## config.mk

```make
export PLATFORM = sky130hd
export DESIGN_NAME = serial_line_editor
export DESIGN_NICKNAME = d
export VERILOG_FILES = /design/src/hdl/sle_pkg.sv /design/src/hdl/sle_ram.sv /design/src/hdl/serial_line_editor.sv
export SDC_FILE = /design/constraint.sdc
export NUM_CORES = 1
export LEC_CHECK = 0
export ABC_AREA = 1
export BUFFER_PORTS_ARGS = -buffer_cell sky130_fd_sc_hd__buf_2
export CAP_MARGIN = 20
export CORE_MARGIN = 4
export CORE_UTILIZATION = 40
export CTS_BUF_LIST = sky130_fd_sc_hd__clkbuf_4 sky130_fd_sc_hd__clkbuf_8 sky130_fd_sc_hd__clkbuf_16
export DETAILED_ROUTE_END_ITERATION = 8
export PLACE_DENSITY_LB_ADDON = 0.25
export SYNTH_ARGS = -nofsm -noshare
export SYNTH_HDL_FRONTEND = slang
export SYNTH_SLANG_ARGS = --single-unit
```

## constraint.sdc

```tcl
create_clock -name clk -period 3.8 [get_ports clk]
set_clock_uncertainty 0.1 [all_clocks]
set_input_delay 0.76 -clock clk [delete_from_list [all_inputs] [get_ports clk]]
set_output_delay 0.76 -clock clk [all_outputs]
set_load 0.02 [all_outputs]
```

## src/hdl/sle_pkg.sv

```systemverilog
// ---------------------------------------------------------------------------
// sle_pkg - shared constants for the serial line editor
// Character codes, echo script codes and the echo script table.
// ---------------------------------------------------------------------------
package sle_pkg;

    // Default number of line buffer slots (one spare slot past the longest line)
    localparam int LINE_SLOTS_DEF = 21;

    // Character codes
    localparam logic [7:0] CH_BS    = 8'h08;
    localparam logic [7:0] CH_LF    = 8'h0A;
    localparam logic [7:0] CH_CR    = 8'h0D;
    localparam logic [7:0] CH_SPACE = 8'h20;
    localparam logic [7:0] CH_GT    = 8'h3E;
    localparam logic [7:0] CH_TILDE = 8'h7E;
    localparam logic [7:0] CH_DEL   = 8'h7F;

    // Request kinds on the input tuser
    localparam logic REQ_BYTE = 1'b0;
    localparam logic REQ_DONE = 1'b1;

    // Result kinds on the output tuser
    localparam logic KIND_ECHO = 1'b0;
    localparam logic KIND_LINE = 1'b1;

    // Echo scripts
    typedef logic [1:0] script_t;
    localparam script_t SCR_CHAR   = 2'd0;  // the received character
    localparam script_t SCR_ERASE  = 2'd1;  // BS, space, BS
    localparam script_t SCR_NL     = 2'd2;  // LF, CR, then the line follows
    localparam script_t SCR_PROMPT = 2'd3;  // LF, CR, '>', '>', space

    typedef logic [2:0] step_t;

    // Index of the final step of a script
    function automatic step_t script_last(input script_t scr);
        step_t last;
        case (scr)
            SCR_CHAR:   last = 3'd0;
            SCR_ERASE:  last = 3'd2;
            SCR_NL:     last = 3'd1;
            SCR_PROMPT: last = 3'd4;
            default:    last = 3'd0;
        endcase
        return last;
    endfunction

    // Byte produced at a given step of a script
    function automatic logic [7:0] script_byte(input script_t scr, input step_t step,
                                               input logic [7:0] ch);
        logic [7:0] b;
        case (scr)
            SCR_CHAR:  b = ch;
            SCR_ERASE: b = (step == 3'd1) ? CH_SPACE : CH_BS;
            default:
            begin
                case (step)
                    3'd0:    b = CH_LF;
                    3'd1:    b = CH_CR;
                    3'd2:    b = CH_GT;
                    3'd3:    b = CH_GT;
                    default: b = CH_SPACE;
                endcase
            end
        endcase
        return b;
    endfunction

endpackage

```

## src/hdl/sle_ram.sv

```systemverilog
// ---------------------------------------------------------------------------
// sle_ram - generic single-write, single-read RAM
// One write port and one read port with registered read data.
// ---------------------------------------------------------------------------
module sle_ram #(
    parameter int WIDTH = 8,
    parameter int DEPTH = 16,
    localparam int AW   = $clog2(DEPTH)
) (
    input  logic             clk,
    input  logic             wr_en,
    input  logic [AW-1:0]    wr_addr,
    input  logic [WIDTH-1:0] wr_data,
    input  logic             rd_en,
    input  logic [AW-1:0]    rd_addr,
    output logic [WIDTH-1:0] rd_data
);

    logic [WIDTH-1:0] mem [DEPTH];
    logic [WIDTH-1:0] rd_data_reg;

    // Write port
    always_ff @(posedge clk)
    begin
        if (wr_en)
        begin
            mem[wr_addr] <= wr_data;
        end
    end

    // Registered read, held while not enabled
    always_ff @(posedge clk)
    begin
        if (rd_en)
        begin
            rd_data_reg <= mem[rd_addr];
        end
    end

    assign rd_data = rd_data_reg;

endmodule

```

## src/hdl/serial_line_editor.sv

```systemverilog
// ---------------------------------------------------------------------------
// serial_line_editor - terminal line editor with echo
// Collects received bytes into a line, echoes them and hands finished lines
// to the command side, one character per output word.
// ---------------------------------------------------------------------------
// Each input word is taken while the sequencer is idle. Its
// results then leave through the output register at one word per cycle when
// the sink is ready: a printable byte gives one word, an erase three, an empty
// line end or a done event five, and a line end with n characters 2 + n words
// (up to LINE_SLOTS + 1). The sequencer is busy until its last word is loaded
// into the output register, the line stream being read from the line buffer
// RAM one slot per cycle when the sink is ready. Words that cause no result
// leave the sequencer idle. There is no clearing pass.
// ---------------------------------------------------------------------------
module serial_line_editor
    import sle_pkg::*;
#(
    parameter int LINE_SLOTS = LINE_SLOTS_DEF
) (
    input  logic       clk,
    input  logic       rst_n,
    input  logic       s_axis_tvalid,
    output logic       s_axis_tready,
    input  logic [7:0] s_axis_tdata,   // [7:0] rx_byte
    input  logic       s_axis_tuser,   // [0] req_type
    output logic       m_axis_tvalid,
    input  logic       m_axis_tready,
    output logic [7:0] m_axis_tdata,   // [7:0] out_byte
    output logic       m_axis_tuser,   // [0] out_kind
    output logic       m_axis_tlast
);

    localparam int CW = $clog2(LINE_SLOTS);
    localparam logic [CW-1:0] COUNT_MAX = CW'(LINE_SLOTS - 1);

    // Sequencer states
    localparam logic [1:0] ST_IDLE = 2'd0;
    localparam logic [1:0] ST_ECHO = 2'd1;
    localparam logic [1:0] ST_LINE = 2'd2;

    logic [1:0]    state_reg, state_next;
    logic          waiting_reg, waiting_next;
    logic [CW-1:0] count_reg, count_next;
    logic [CW-1:0] len_reg, len_next;
    logic [CW-1:0] idx_reg, idx_next;
    script_t       scr_reg, scr_next;
    step_t         step_reg, step_next;
    logic [7:0]    ch_reg, ch_next;

    logic          out_valid_reg, out_valid_next;
    logic [7:0]    out_byte_reg, out_byte_next;
    logic          out_kind_reg, out_kind_next;
    logic          out_last_reg, out_last_next;

    logic          accept;
    logic          slot_free;
    logic          wr_en;
    logic          rd_en;
    logic [CW-1:0] rd_addr;
    logic [6:0]    rd_data;
    logic          is_print;
    logic          is_eol;
    logic          is_erase;

    assign s_axis_tready = (state_reg == ST_IDLE);
    assign accept        = s_axis_tvalid && s_axis_tready;
    assign slot_free     = !out_valid_reg || m_axis_tready;

    assign is_eol   = (s_axis_tdata == CH_CR) || (s_axis_tdata == CH_LF);
    assign is_erase = (s_axis_tdata == CH_BS) || (s_axis_tdata == CH_DEL);
    assign is_print = (s_axis_tdata >= CH_SPACE) && (s_axis_tdata <= CH_TILDE);

    // Store a printable byte at the current count
    assign wr_en = accept && !waiting_reg && (s_axis_tuser == REQ_BYTE) && is_print;

    // Prefetch slot 0 on accept, then the next slot with each line word
    assign rd_en   = accept || ((state_reg == ST_LINE) && slot_free);
    assign rd_addr = accept ? '0 : idx_reg + CW'(1);

    sle_ram #(
        .WIDTH (7),
        .DEPTH (LINE_SLOTS)
    ) u_line_ram (
        .clk     (clk),
        .wr_en   (wr_en),
        .wr_addr (count_reg),
        .wr_data (s_axis_tdata[6:0]),
        .rd_en   (rd_en),
        .rd_addr (rd_addr),
        .rd_data (rd_data)
    );

    // Decode words and step through echo scripts and line streams
    always_comb
    begin
        state_next     = state_reg;
        waiting_next   = waiting_reg;
        count_next     = count_reg;
        len_next       = len_reg;
        idx_next       = idx_reg;
        scr_next       = scr_reg;
        step_next      = step_reg;
        ch_next        = ch_reg;
        out_valid_next = out_valid_reg && !m_axis_tready;
        out_byte_next  = out_byte_reg;
        out_kind_next  = out_kind_reg;
        out_last_next  = out_last_reg;

        case (state_reg)
            ST_IDLE:
            begin
                if (accept)
                begin
                    ch_next   = s_axis_tdata;
                    step_next = '0;
                    if (waiting_reg)
                    begin
                        if (s_axis_tuser == REQ_DONE)
                        begin
                            scr_next     = SCR_PROMPT;
                            waiting_next = 1'b0;
                            state_next   = ST_ECHO;
                        end
                    end
                    else if (s_axis_tuser == REQ_BYTE)
                    begin
                        if (is_eol)
                        begin
                            state_next = ST_ECHO;
                            if (count_reg != '0)
                            begin
                                scr_next     = SCR_NL;
                                len_next     = count_reg;
                                count_next   = '0;
                                waiting_next = 1'b1;
                            end
                            else
                            begin
                                scr_next = SCR_PROMPT;
                            end
                        end
                        else if (is_erase)
                        begin
                            if (count_reg != '0)
                            begin
                                scr_next   = SCR_ERASE;
                                count_next = count_reg - CW'(1);
                                state_next = ST_ECHO;
                            end
                        end
                        else if (is_print)
                        begin
                            scr_next   = SCR_CHAR;
                            state_next = ST_ECHO;
                            if (count_reg != COUNT_MAX)
                            begin
                                count_next = count_reg + CW'(1);
                            end
                        end
                    end
                end
            end

            ST_ECHO:
            begin
                if (slot_free)
                begin
                    out_valid_next = 1'b1;
                    out_kind_next  = KIND_ECHO;
                    out_byte_next  = script_byte(scr_reg, step_reg, ch_reg);
                    out_last_next  = 1'b0;
                    step_next      = step_reg + 3'd1;
                    if (step_reg == script_last(scr_reg))
                    begin
                        if (scr_reg == SCR_NL)
                        begin
                            idx_next   = '0;
                            state_next = ST_LINE;
                        end
                        else
                        begin
                            out_last_next = 1'b1;
                            state_next    = ST_IDLE;
                        end
                    end
                end
            end

            ST_LINE:
            begin
                if (slot_free)
                begin
                    out_valid_next = 1'b1;
                    out_kind_next  = KIND_LINE;
                    out_byte_next  = {1'b0, rd_data};
                    out_last_next  = (idx_reg == len_reg - CW'(1));
                    idx_next       = idx_reg + CW'(1);
                    if (idx_reg == len_reg - CW'(1))
                    begin
                        state_next = ST_IDLE;
                    end
                end
            end

            default:
            begin
                state_next = ST_IDLE;
            end
        endcase
    end

    // Control state
    always_ff @(posedge clk or negedge rst_n)
    begin
        if (!rst_n)
        begin
            state_reg     <= ST_IDLE;
            waiting_reg   <= 1'b0;
            count_reg     <= '0;
            out_valid_reg <= 1'b0;
        end
        else
        begin
            state_reg     <= state_next;
            waiting_reg   <= waiting_next;
            count_reg     <= count_next;
            out_valid_reg <= out_valid_next;
        end
    end

    // Payload and sequencing registers
    always_ff @(posedge clk)
    begin
        len_reg      <= len_next;
        idx_reg      <= idx_next;
        scr_reg      <= scr_next;
        step_reg     <= step_next;
        ch_reg       <= ch_next;
        out_byte_reg <= out_byte_next;
        out_kind_reg <= out_kind_next;
        out_last_reg <= out_last_next;
    end

    assign m_axis_tvalid = out_valid_reg;
    assign m_axis_tdata  = out_byte_reg;
    assign m_axis_tuser  = out_kind_reg;
    assign m_axis_tlast  = out_last_reg;

endmodule
```

Yosys cells after proc, flatten, opt, wreduce, memory -nomap -nowiden:

Memory sizes are Yosys's and may differ from the RTL's. A register that Yosys moved wholly into a read port is not among the register bits.
Cells that the tools add are included.

* bits in registers: 42
* RAM bits: 147
* bits of input ports: 13
* output and inout bits: 12
* word-level logic and storage cells: 147
* memories kept: 1

Memories
* u_line_ram.mem: words 21, bits a word 7, rd ports 1, clocked after memory_dff 1, wr ports 1, line sle_ram.sv:19 `logic [WIDTH-1:0] mem [DEPTH];`

* add/sub/neg operators: 5
* order comparisons: 2
* equal/unequal tests: 30
* mux-type cells: 62
* bitwise logic cells: 2
* reductions and logical operators: 33

Operators by type and width (number)
* $mux W5: 11
* $mux W2: 19
* $pmux W8 S2: 2
* $eq A8 B4 Y1 const B: 3
* $pmux W6 S3: 1
* $mux W1: 16
* $mux W8: 2
* $mux W3: 4
* $pmux W3 S4: 1
* $reduce_and A6 Y1: 2
* $add A5 B1 Y5 const B: 2
* $ne A2 B1 Y1 const B: 5
* $ne A2 B2 Y1 const B: 5
* $pmux W5 S2: 1
* $sub A5 B1 Y5 const B: 2
* $reduce_and A9 Y1: 1
* $eq A8 B7 Y1 const B: 1
* $ge A8 B6 Y1 const B: 1
* $le A8 B7 Y1 const B: 1
* $reduce_and A8 Y1: 1
* $logic_and A1 B1 Y1: 7
* $eq A2 B2 Y1 const B: 3
* $eq A3 B2 Y1 const B: 2
* $mux W6: 1
* 27 further kinds: 40

Logic depth before layout (Yosys ltp):

Gate-level depths: netlist (run 1).

* word-level depth: 9
* gate-level depth with buffers: 14
* depth with buffers taken out: 14

By module:

From an unflattened synthesis (run 1), not the netlist that was laid out.

* cells, all modules: 927
* area total of the unflattened synthesis: 9222.6 um^2

By module, submodules not included
* sle_ram: instances 1, cells each 613, area an instance 6616.3 um^2, sequential area each 4624.4 um^2
* serial_line_editor: instances 1, cells each 314, area an instance 2606.2 um^2, sequential area each 1216.2 um^2

Worst setup path after synthesis (run 1):

OpenSTA, ideal clock, no wires.

* path kind: in2reg
* start: input port s_axis_tuser
* end: memory u_line_ram.mem[0][0] (enable)
* library setup time: 0.360 ns
* arrival time: 1.842 ns
* data required time: 3.340 ns
* slack: 1.498 ns
* stages on the path: 4
* buffers on the path: 0
* cell sequence: or2_2 > nor3_2 > nand3_1 > nor2_1

* cells in the longest elaborated chain, start to end: 5

RTL lines
* start: declaration: line serial_line_editor.sv:25 `input logic s_axis_tuser,`
* $not A1 Y1 (no line)
* $logic_and A1 B1 Y1 (2 in series): line serial_line_editor.sv:74 `assign wr_en = accept && !waiting_reg && (s_axis_tuser == REQ_BYTE) && is_print;`
* $mux W1: line sle_ram.sv:25 `if (wr_en)`
* $mux W1 (not written as such): line sle_ram.sv:27 `mem[wr_addr] <= wr_data;`
* end: declaration: line sle_ram.sv:19

No other way between the ends.

Worst setup path after layout (run 1):

* start: register state_reg[0]
* end: register u_line_ram.rd_data_reg[1] (netlist: u_line_ram.rd_data[1]), read port of u_line_ram.mem, data pin

* cells in the longest elaborated chain, start to end: 3
* elaborated cells on any way between the ends: 6
* those cells by class: 1 x eq/ne; 1 x mux; 4 x reduce/logical

RTL lines
* start: declaration: line serial_line_editor.sv:41 `logic [1:0] state_reg, state_next;`
* start signal: assignment: line serial_line_editor.sv:224 `state_reg <= state_next;`
* $logic_not A2 Y1 / $eq A2 B2 Y1 (equally long branches): line serial_line_editor.sv:65, serial_line_editor.sv:77
* $logic_and A1 B1 Y1 (on tied branches): line serial_line_editor.sv:66, serial_line_editor.sv:77
* $mux W5 / $logic_or A1 B1 Y1 (equally long branches): line serial_line_editor.sv:78, serial_line_editor.sv:77
* end: declaration: line sle_ram.sv:20 `logic [WIDTH-1:0] rd_data_reg;`

Several ways; a longest one is shown, not always the timed one.
A chain may end at the register's enable or synchronous reset.

==> impl_results.md, run 1 <==
* Congestion Overflow GR at 0
* Syn_nets at 848
* Part of the power in registers at 0.403
* Slew HR at 0.381
* Setup-failing EPs final at 0
* Hold Path Class: input pin to async pin
* I/O Buffers at 24
* Final ANT Viol Nets at 0
* Ant diodes at 0
* Hpwl dp at 13,600 um
* Core area at 0.0218 sq mm
* H-Tree Depth at 4
* First-pass GRT wire length at 31,500 um
* Vias in the first global route at 5,596
* Post-Syn Area at 0.00883 sq mm
* Final wirelength at 20,200 um
* Avg Vias per Cell at 5.14
* Initial antenna violation count at 0
* Hold_buf cts at 0
* CTS tree: built
* Seq/Total Area, Yosys at 0.661
* Max reg flops at 147
* Power Density at 705 mW/mm^2
* WL per Instance at 17.6 um
* VDD IR-drop max at 0.325 mV
* Fraction of layout cells with a size suffix above 1 at 0.103
* Final hold viol count at 0
* Placed cell area at 0.00929 sq mm
* IO Pins at 25
* Fin crit share at 0.716
* Std-Cell Rows at 54
* Pins over their slew limit at 0
* Vias at 5,901
* Reg2Reg Depth at 11
* FF+latch count, synth at 196
* Clock root cell: clkbuf_16
* CP max-delay cell: dfrtp_1
* Status: finished, final reports clean
* GP Congestion at 0.858
* Max FO, Critical Path at 56
* CP dominant cell by count: nand2_1
* CP required at 3.89 ns
* Worst skew pair latency at 0.43 ns
* Total GRT Usage at 0.170
* Avg Cell Area, Syn at 10.8 sq um
* RSZ-0062 raised after global routing: false
* Num CTS Buffers at 17
* Clock slew at reported path FFs at 0.08 ns
* P_leak at 3.87 nW
* R2R Path End: u_line_ram.rd_data[1]
* Post_cts resized at 0
* Register Area at 0.00584 sq mm
* Area leader, netlist: edfxtp_1
* Drt first-iter violations at 572
* Post-synth top area share at 0.636
* Ys Warns at 0
* Placed cells at 1,117
* FF-to-FF setup slack at 1.08 ns
* Clk sinks at 196
* Synth Instances at 821
* Most common cell after layout, fill and taps aside: edfxtp_1
* Most frequent cells in the layout: 187 x edfxtp_1, 143 x nand2_1, 134 x nor2_1, 84 x inv_1, 76 x nand3_1
* Int Pwr at 4.35 mW
* Finished Cell Area at 0.00988 sq mm
* Largest net degree at the start of global routing at 57
* Top area cells in the synthesized netlist: edfxtp_1 64%, nand2_1 6.1%, nor2_1 5.7%
* Nature of the critical path endpoint: flop
* Area grow syn2layout at 11.9%
* Worst reg2reg startpoint: state_reg[0]
* Tightest Pin Transition at 0.928 ns
* Die area at 0.0245 sq mm
* WP depth at 11
* Die Width at 157 um
* Worst path top cell family by delay: simple AND/OR/NAND/NOR gates
* Fin util at 0.454
* Gate power share at 0.336
* CP Launch Type: flop
* Critical path class: flop to flop
* DIE HEIGHT at 157 um
* Post-CTS Setup Bufs at 0
* Drt first pass iters at 5
* Min Tclk post-route at 2.72 ns
* DRC Markers at 0
* Switch Pwr at 2.62 mW
* Initial Utilization at 0.406
* CP Launch Point: state_reg[0]
* Clk pwr share at 0.261
* Fin nets at 883
* Cell chain of the critical path: inv_1, ha_1, nand2_4, nand2_4, buf_4, o21ai_0, nand3_1, nand3_1, nand2_1, nand2_1, nand2_1
* Maximum achievable frequency at 0.367 GHz
* Setup_tns at 0 ns
* Non-Filler Instances at 1,148
* Max Cap Violations at 0
* CP Data Arrival Time at 2.81 ns
* Multi-input logic area at 0.00250 sq mm
* Clock Path Buffers at 2
* Worst setup endpoint: u_line_ram.rd_data[1]
* Sw Share at 0.376
* Critical path buffer and inverter count at 2
* Slowest cell delay on critical path at 0.39 ns
* Fillers at 2,053
* Count of different cell masters after synthesis at 35
==> cells by family (layout without fill, tap and decap cells) <==
| logic type | after synthesis | count (layout) | synth area share |
|---|---|---|---|
| XOR/XNOR | 6 | 6 | 0.00595 |
| AND/OR/NAND/NOR | 372 | 372 | 0.176 |
| adder cells (fa/ha/maj) | 14 | 14 | 0.0207 |
| flip-flops | 196 | 196 | 0.661 |
| AO/OA/AOI/OAI | 118 | 118 | 0.0795 |
| buffers and inverters | 115 | 162 | 0.0562 |
==> power groups by stage <==
stage | clock network, mW | registers [mW] | logic [mW]
6_report | 1.82 | 2.81 | 2.34
5_1_grt | 1.95 | 2.83 | 2.64
4_1_cts | 1.85 | 2.81 | 2.34
3_5_place_dp | 0 | 2.86 | 2.33
3_3_place_gp | 0 | 2.85 | 2.31
2_1_floorplan | 0 | 2.89 | 1.60
==> per-stage QoR <==
stage | power (mW) | hold slack (ns) | setup slack [ns]
after floorplan | 4.49 | 0.364 | 1.50
after global placement | 5.17 | 0.391 | 0.736
after detailed placement | 5.18 | 0.394 | 0.669
after CTS | 6.99 | 0.0707 | 1.07
after global routing | 7.42 | 0.0650 | 0.871
final | 6.97 | 0.0784 | 1.08
==> cell type report <==
class                      instances  area share
clock buffer                      17      0.0430
inverter                          90      0.0344
sequential                       196       0.591
clock inverter                    14      0.0173
timing repair buffer              41      0.0263
tap                              280      0.0354
multi-input combinational        510       0.253
==> cells in the mapped netlist <==
library cell    n
nand4_1         3
fa_1            1
xor2_1          3
or2_2           2
nor3_1          3
nor2_4          2
o221ai_1        7
inv_1          84
a31oi_1         2
clkinv_1        1
nor3_2          1
buf_6           3
and2_1          1
buf_2          11
o211ai_1       28
a22oi_1         1
nand2_2         2
o2111a_1        1
nand2_1       143
edfxtp_1      187
a41oi_1         1
nand3_1        76
a21oi_1        18
nor2_1        134
o21ai_1         9
inv_4           1
nor2_2          3
ha_1           13
buf_4           7
clkbuf_1        4
o21ai_0        51
inv_2           4
xnor2_1         3
nand2_4         2
dfrtp_1         9
==> worst register-to-register path, cell delays in order (launching register included) <==
cell and delay [ns]:
dfrtp_1 0.39, inv_1 0.08, ha_1 0.28, nand2_4 0.18, nand2_4 0.34, buf_4 0.36
o21ai_0 0.17, nand3_1 0.16, nand3_1 0.17, nand2_1 0.10, nand2_1 0.09, nand2_1 0.05
==> per-layer routing <==
layer | vias to the layer above | GRT usage | part of all wire
li1 | 2905 | - | -
met1 | 2809 | 0.242 | 0.47
met2 | 170 | 0.268 | 0.47
met3 | 17 | 0.0390 | 0.057
met4 | 0 | 0.0401 | 0.012
met5 | - | 0 | 0
==> worst min-delay path by stage <==
stage | end | cells past startpoint | start
2_1_floorplan | count_reg[0] | 0 | rst_n
3_3_place_gp | state_reg[1] | 2 | state_reg[1]
3_5_place_dp | state_reg[1] | 2 | state_reg[1]
4_1_cts | state_reg[0] | 1 | rst_n
5_1_grt | state_reg[0] | 1 | rst_n
6_report | state_reg[0] | 1 | rst_n
(Power assumes the default switching activity.)
==> inputs of run 2 (changes only) <==
--- a/config.mk
+++ b/config.mk
@@ -5,7 +5,7 @@
 export SDC_FILE = /design/constraint.sdc
 export NUM_CORES = 1
 export LEC_CHECK = 0
-export ABC_AREA = 1
+export ABC_AREA = 0
 export BUFFER_PORTS_ARGS = -buffer_cell sky130_fd_sc_hd__buf_2
 export CAP_MARGIN = 20
 export CORE_MARGIN = 4
==> constraint.sdc (replaced) <==
create_clock -name clk -period 2.2 [get_ports clk]
set_clock_uncertainty 0.1 [all_clocks]
set_input_delay 0.44 -clock clk [delete_from_list [all_inputs] [get_ports clk]]
set_output_delay 0.44 -clock clk [all_outputs]
set_load 0.02 [all_outputs]
==> run 2 against run 1 <==
Compared with the run above: the flow now finishes with violations (negative setup slack); sequential power up 65%; wire length down 0.77%; die area down 4.9%; register-to-register slack worse by 1.3 ns; final area up 8.7%.
==> impl_results.md, run 2 <==
* Pre-CTS WS at -0.770 ns (-1.44 ns)
* Top FF cell, synth: edfxtp_1
* Area leader, netlist: edfxtp_1
* Post-synthesis mux area share at 0.0665 (+0.0665)
* Clock Path Buffers at 2 (unchanged)
* Largest net degree at the start of global routing at 24 (-58%)
* Clock slew at reported path FFs at 0.07 ns (about the same)
* Setup-failing EPs final at 8 (+8)
* Count of different cell masters after synthesis at 52 (+49%)
* Ys Warns at 0 (unchanged)
* Worst path top cell family by delay: flip-flops
* Hpwl dp at 14,200 um (+3.9%)
* Synth Instances at 578 (-30%)
* Post-synthesis adder-cell area fraction at 0.0218 (+0.00113)
* Finished Cell Area at 0.0107 sq mm (+8.7%)
* Max Cap Violations at 0 (unchanged)
* Post-Synth Simple-Gate Area at 0.102 (-0.0745)
* Syn_nets at 605 (-29%)
* Placed cell area at 0.00970 sq mm (+4.4%)
* Initial Utilization at 0.410 (+0.00394)
* Initial antenna violation count at 0 (unchanged)
* Die Width at 153 um (-2.5%)
* Fin nets at 726 (-18%)
* Critical path buffer and inverter count at 1 (-1)
* Compound-Gate Fraction of Synth Area at 0.0736 (-0.00581)
* Synth Area in XOR/XNOR at 0.0184 (+0.0124)
* Count leader, synth: edfxtp_1
* Drt first pass iters at 8 (+3)
* Avg Cell Area, Syn at 14.5 sq um (+35%)
* H-Tree Depth at 4 (unchanged)
* Slew HR at 0.676 (+0.294)
* RSZ-0062 raised after global routing: true
* CP Launch Type: flop
* Die area at 0.0233 sq mm (-4.9%)
* Asr flop ratio synth at 0.0459 (unchanged)
* Fillers at 1,664 (-19%)
* CP Data Arrival Time at 2.45 ns (-0.36 ns)
* DRC Markers at 0 (unchanged)
* Max reg flops at 147 (unchanged)
* Non-Filler Instances at 982 (-14%)
* Maximum achievable frequency at 0.420 GHz (+14%)
* First-pass GRT wire length at 31,000 um (-1.5%)
* Critical path class: flop to flop
* Core area at 0.0204 sq mm (-6.1%)
* Multi-input logic area at 0.00286 sq mm (+15%)
* Main combinational cell family by area after synthesis: simple AND/OR/NAND/NOR gates
* CP required at 2.27 ns (-1.62 ns)
* Final wirelength at 20,100 um (-0.77%)
* Final setup margin at -0.184 ns (-1.26 ns)
* Std-Cell Rows at 52 (-3.7%)
* Most frequent cells in the layout: 187 x edfxtp_1, 85 x buf_4, 54 x nand2_1, 35 x a21oi_1, 25 x buf_2
* FF+latch count, synth at 196 (unchanged)
* Clock root cell: clkbuf_16
* CP max-delay cell: edfxtp_1
* Tightest Pin Transition at 0.487 ns (-0.442 ns)
* Placed cells at 939 (-16%)
* Num CTS Buffers at 17 (unchanged)
* Avg Vias per Cell at 5.32 (+3.6%)
* Setup_tns at -0.829 ns (-0.829 ns)
* GP Congestion at 0.895 (+4.3%)
* Slowest cell delay on critical path at 0.44 ns (+0.05 ns)
* DIE HEIGHT at 153 um (-2.5%)
* Ant diodes at 0 (unchanged)
* VDD IR-drop max at 0.592 mV (+82%)
* Hold Path Class: input pin to flop
* Post-synth top area share at 0.670 (+0.0348)
* Congestion Overflow GR at 0 (unchanged)
* I/O Buffers at 24 (unchanged)
* Min Hold Slack at 0.180 ns (+0.101 ns)
* Power after layout at 10.9 mW (+57%)
* Post-synth EDFFs at 187 (unchanged)
* Vias in the first global route at 5,245 (-6.3%)
* Failing checks: negative setup slack
* Status: complete, but fails checks
* Min Tclk post-route at 2.38 ns (-0.338 ns)
* P_leak at 3.82 nW (-1.1%)
* Fin crit share at 1.08 (+0.367)
* Power Density at 1020 mW/mm^2 (+44%)
* Post-Syn Area at 0.00838 sq mm (-5.2%)
* IO Pins at 25 (unchanged)
* Vias at 5,229 (-11%)
* Area grow syn2layout at 28.3%
* Worst skew pair latency at 0.44 ns (about the same)
* Most common cell after layout, fill and taps aside: edfxtp_1
* Register Area at 0.00584 sq mm (unchanged)
* Final ANT Viol Nets at 0 (unchanged)
* Pins over their slew limit at 0 (unchanged)
* Max FO, Critical Path at 14 (-75%)
* Clk sinks at 196 (unchanged)
* Total GRT Usage at 0.174 (+0.00366)
* Drt first-iter violations at 377 (-34%)
* Fraction of layout cells with a size suffix above 1 at 0.348 (+0.246)
* Synth top cells by count: 187 x edfxtp_1, 54 x nand2_1, 44 x nor2_1
* Top area cells in the synthesized netlist: edfxtp_1 67%, mux4_2 3.8%, mux2i_1 2.7%
* Cell chain of the critical path: ha_4, xnor2_4, nor2_4, buf_12, mux4_2, a211oi_1, nor3_2
* Final hold viol count at 0 (unchanged)
* CTS tree: built
* Fin util at 0.526 (+0.0716)
* WL per Instance at 20.4 um (+16%)
* Seq/Total Area, Yosys at 0.697 (+0.0362)
* Nature of the critical path endpoint: flop
run 2: cells by family (layout without fill, tap and decap cells):
kind of cell / count (synthesis) / count (layout)
buffers and inverters: 39 / 173
muxes: 38 / 38
DFF: 196 / 196
xor gates and xnor gates: 16 / 16
adders and majority gates: 14 / 14
AOI/OAI and AO/OA: 97 / 97
and+or+nand+nor: 178 / 178
run 2: routing by layer:
layer	share of wire	up-vias	track usage
li1	-	2444	-
met1	0.45	2602	0.246
met2	0.49	149	0.280
met3	0.044	34	0.0293
met4	0.018	0	0.0492
met5	0	-	0
run 2: where the power goes:
part / internal [mW] / total [mW] / switching, mW / leakage [nW]
clock: 1.52 / 3.01 / 1.49 / 0.282
sequential: 4.51 / 4.65 / 0.142 / 1.81
combinational: 1.36 / 3.26 / 1.89 / 1.73
run 2: final timing paths:
kind                                             from                     to  slack (ns)  depth (start not counted)
worst min-delay path                  s_axis_tdata[7]              ch_reg[7]        0.18                          1
worst max-delay path                       idx_reg[0]  u_line_ram.rd_data[1]       -0.18                          7
max in group asynchronous                       rst_n           count_reg[4]        1.52                          2
min in group asynchronous                       rst_n          m_axis_tvalid        0.29                          2
worst min register to register  u_line_ram.rd_data[6]        m_axis_tdata[6]        0.44                          2
worst max register to register             idx_reg[0]  u_line_ram.rd_data[1]       -0.18                          7
run 2: what timing repair did:
action,4_1_cts,5_1_grt
endpoints found under the setup margin,150,155
buffers inserted,3,7
pin swaps,7,13
hold buffers,1,0
gates resized for setup,41,24
endpoints found under the hold margin,9,0
run 2: layout make-up:
| type | count | share of cell area |
|---|---|---|
| flip-flops and latches | 196 | 0.544 |
| multi-input cells | 343 | 0.266 |
| repair buffers | 128 | 0.0994 |
| clock buffers | 17 | 0.0396 |
| well taps | 270 | 0.0314 |
| clock inverters | 15 | 0.0149 |
| inverters | 13 | 0.00477 |
run 2: worst reg2reg max path, stage by stage, from the launching register on:
cell      delay [ns]
edfxtp_1        0.44
ha_4            0.21
xnor2_4         0.14
nor2_4          0.19
buf_12          0.18
mux4_2          0.35
a211oi_1        0.42
nor3_2          0.10
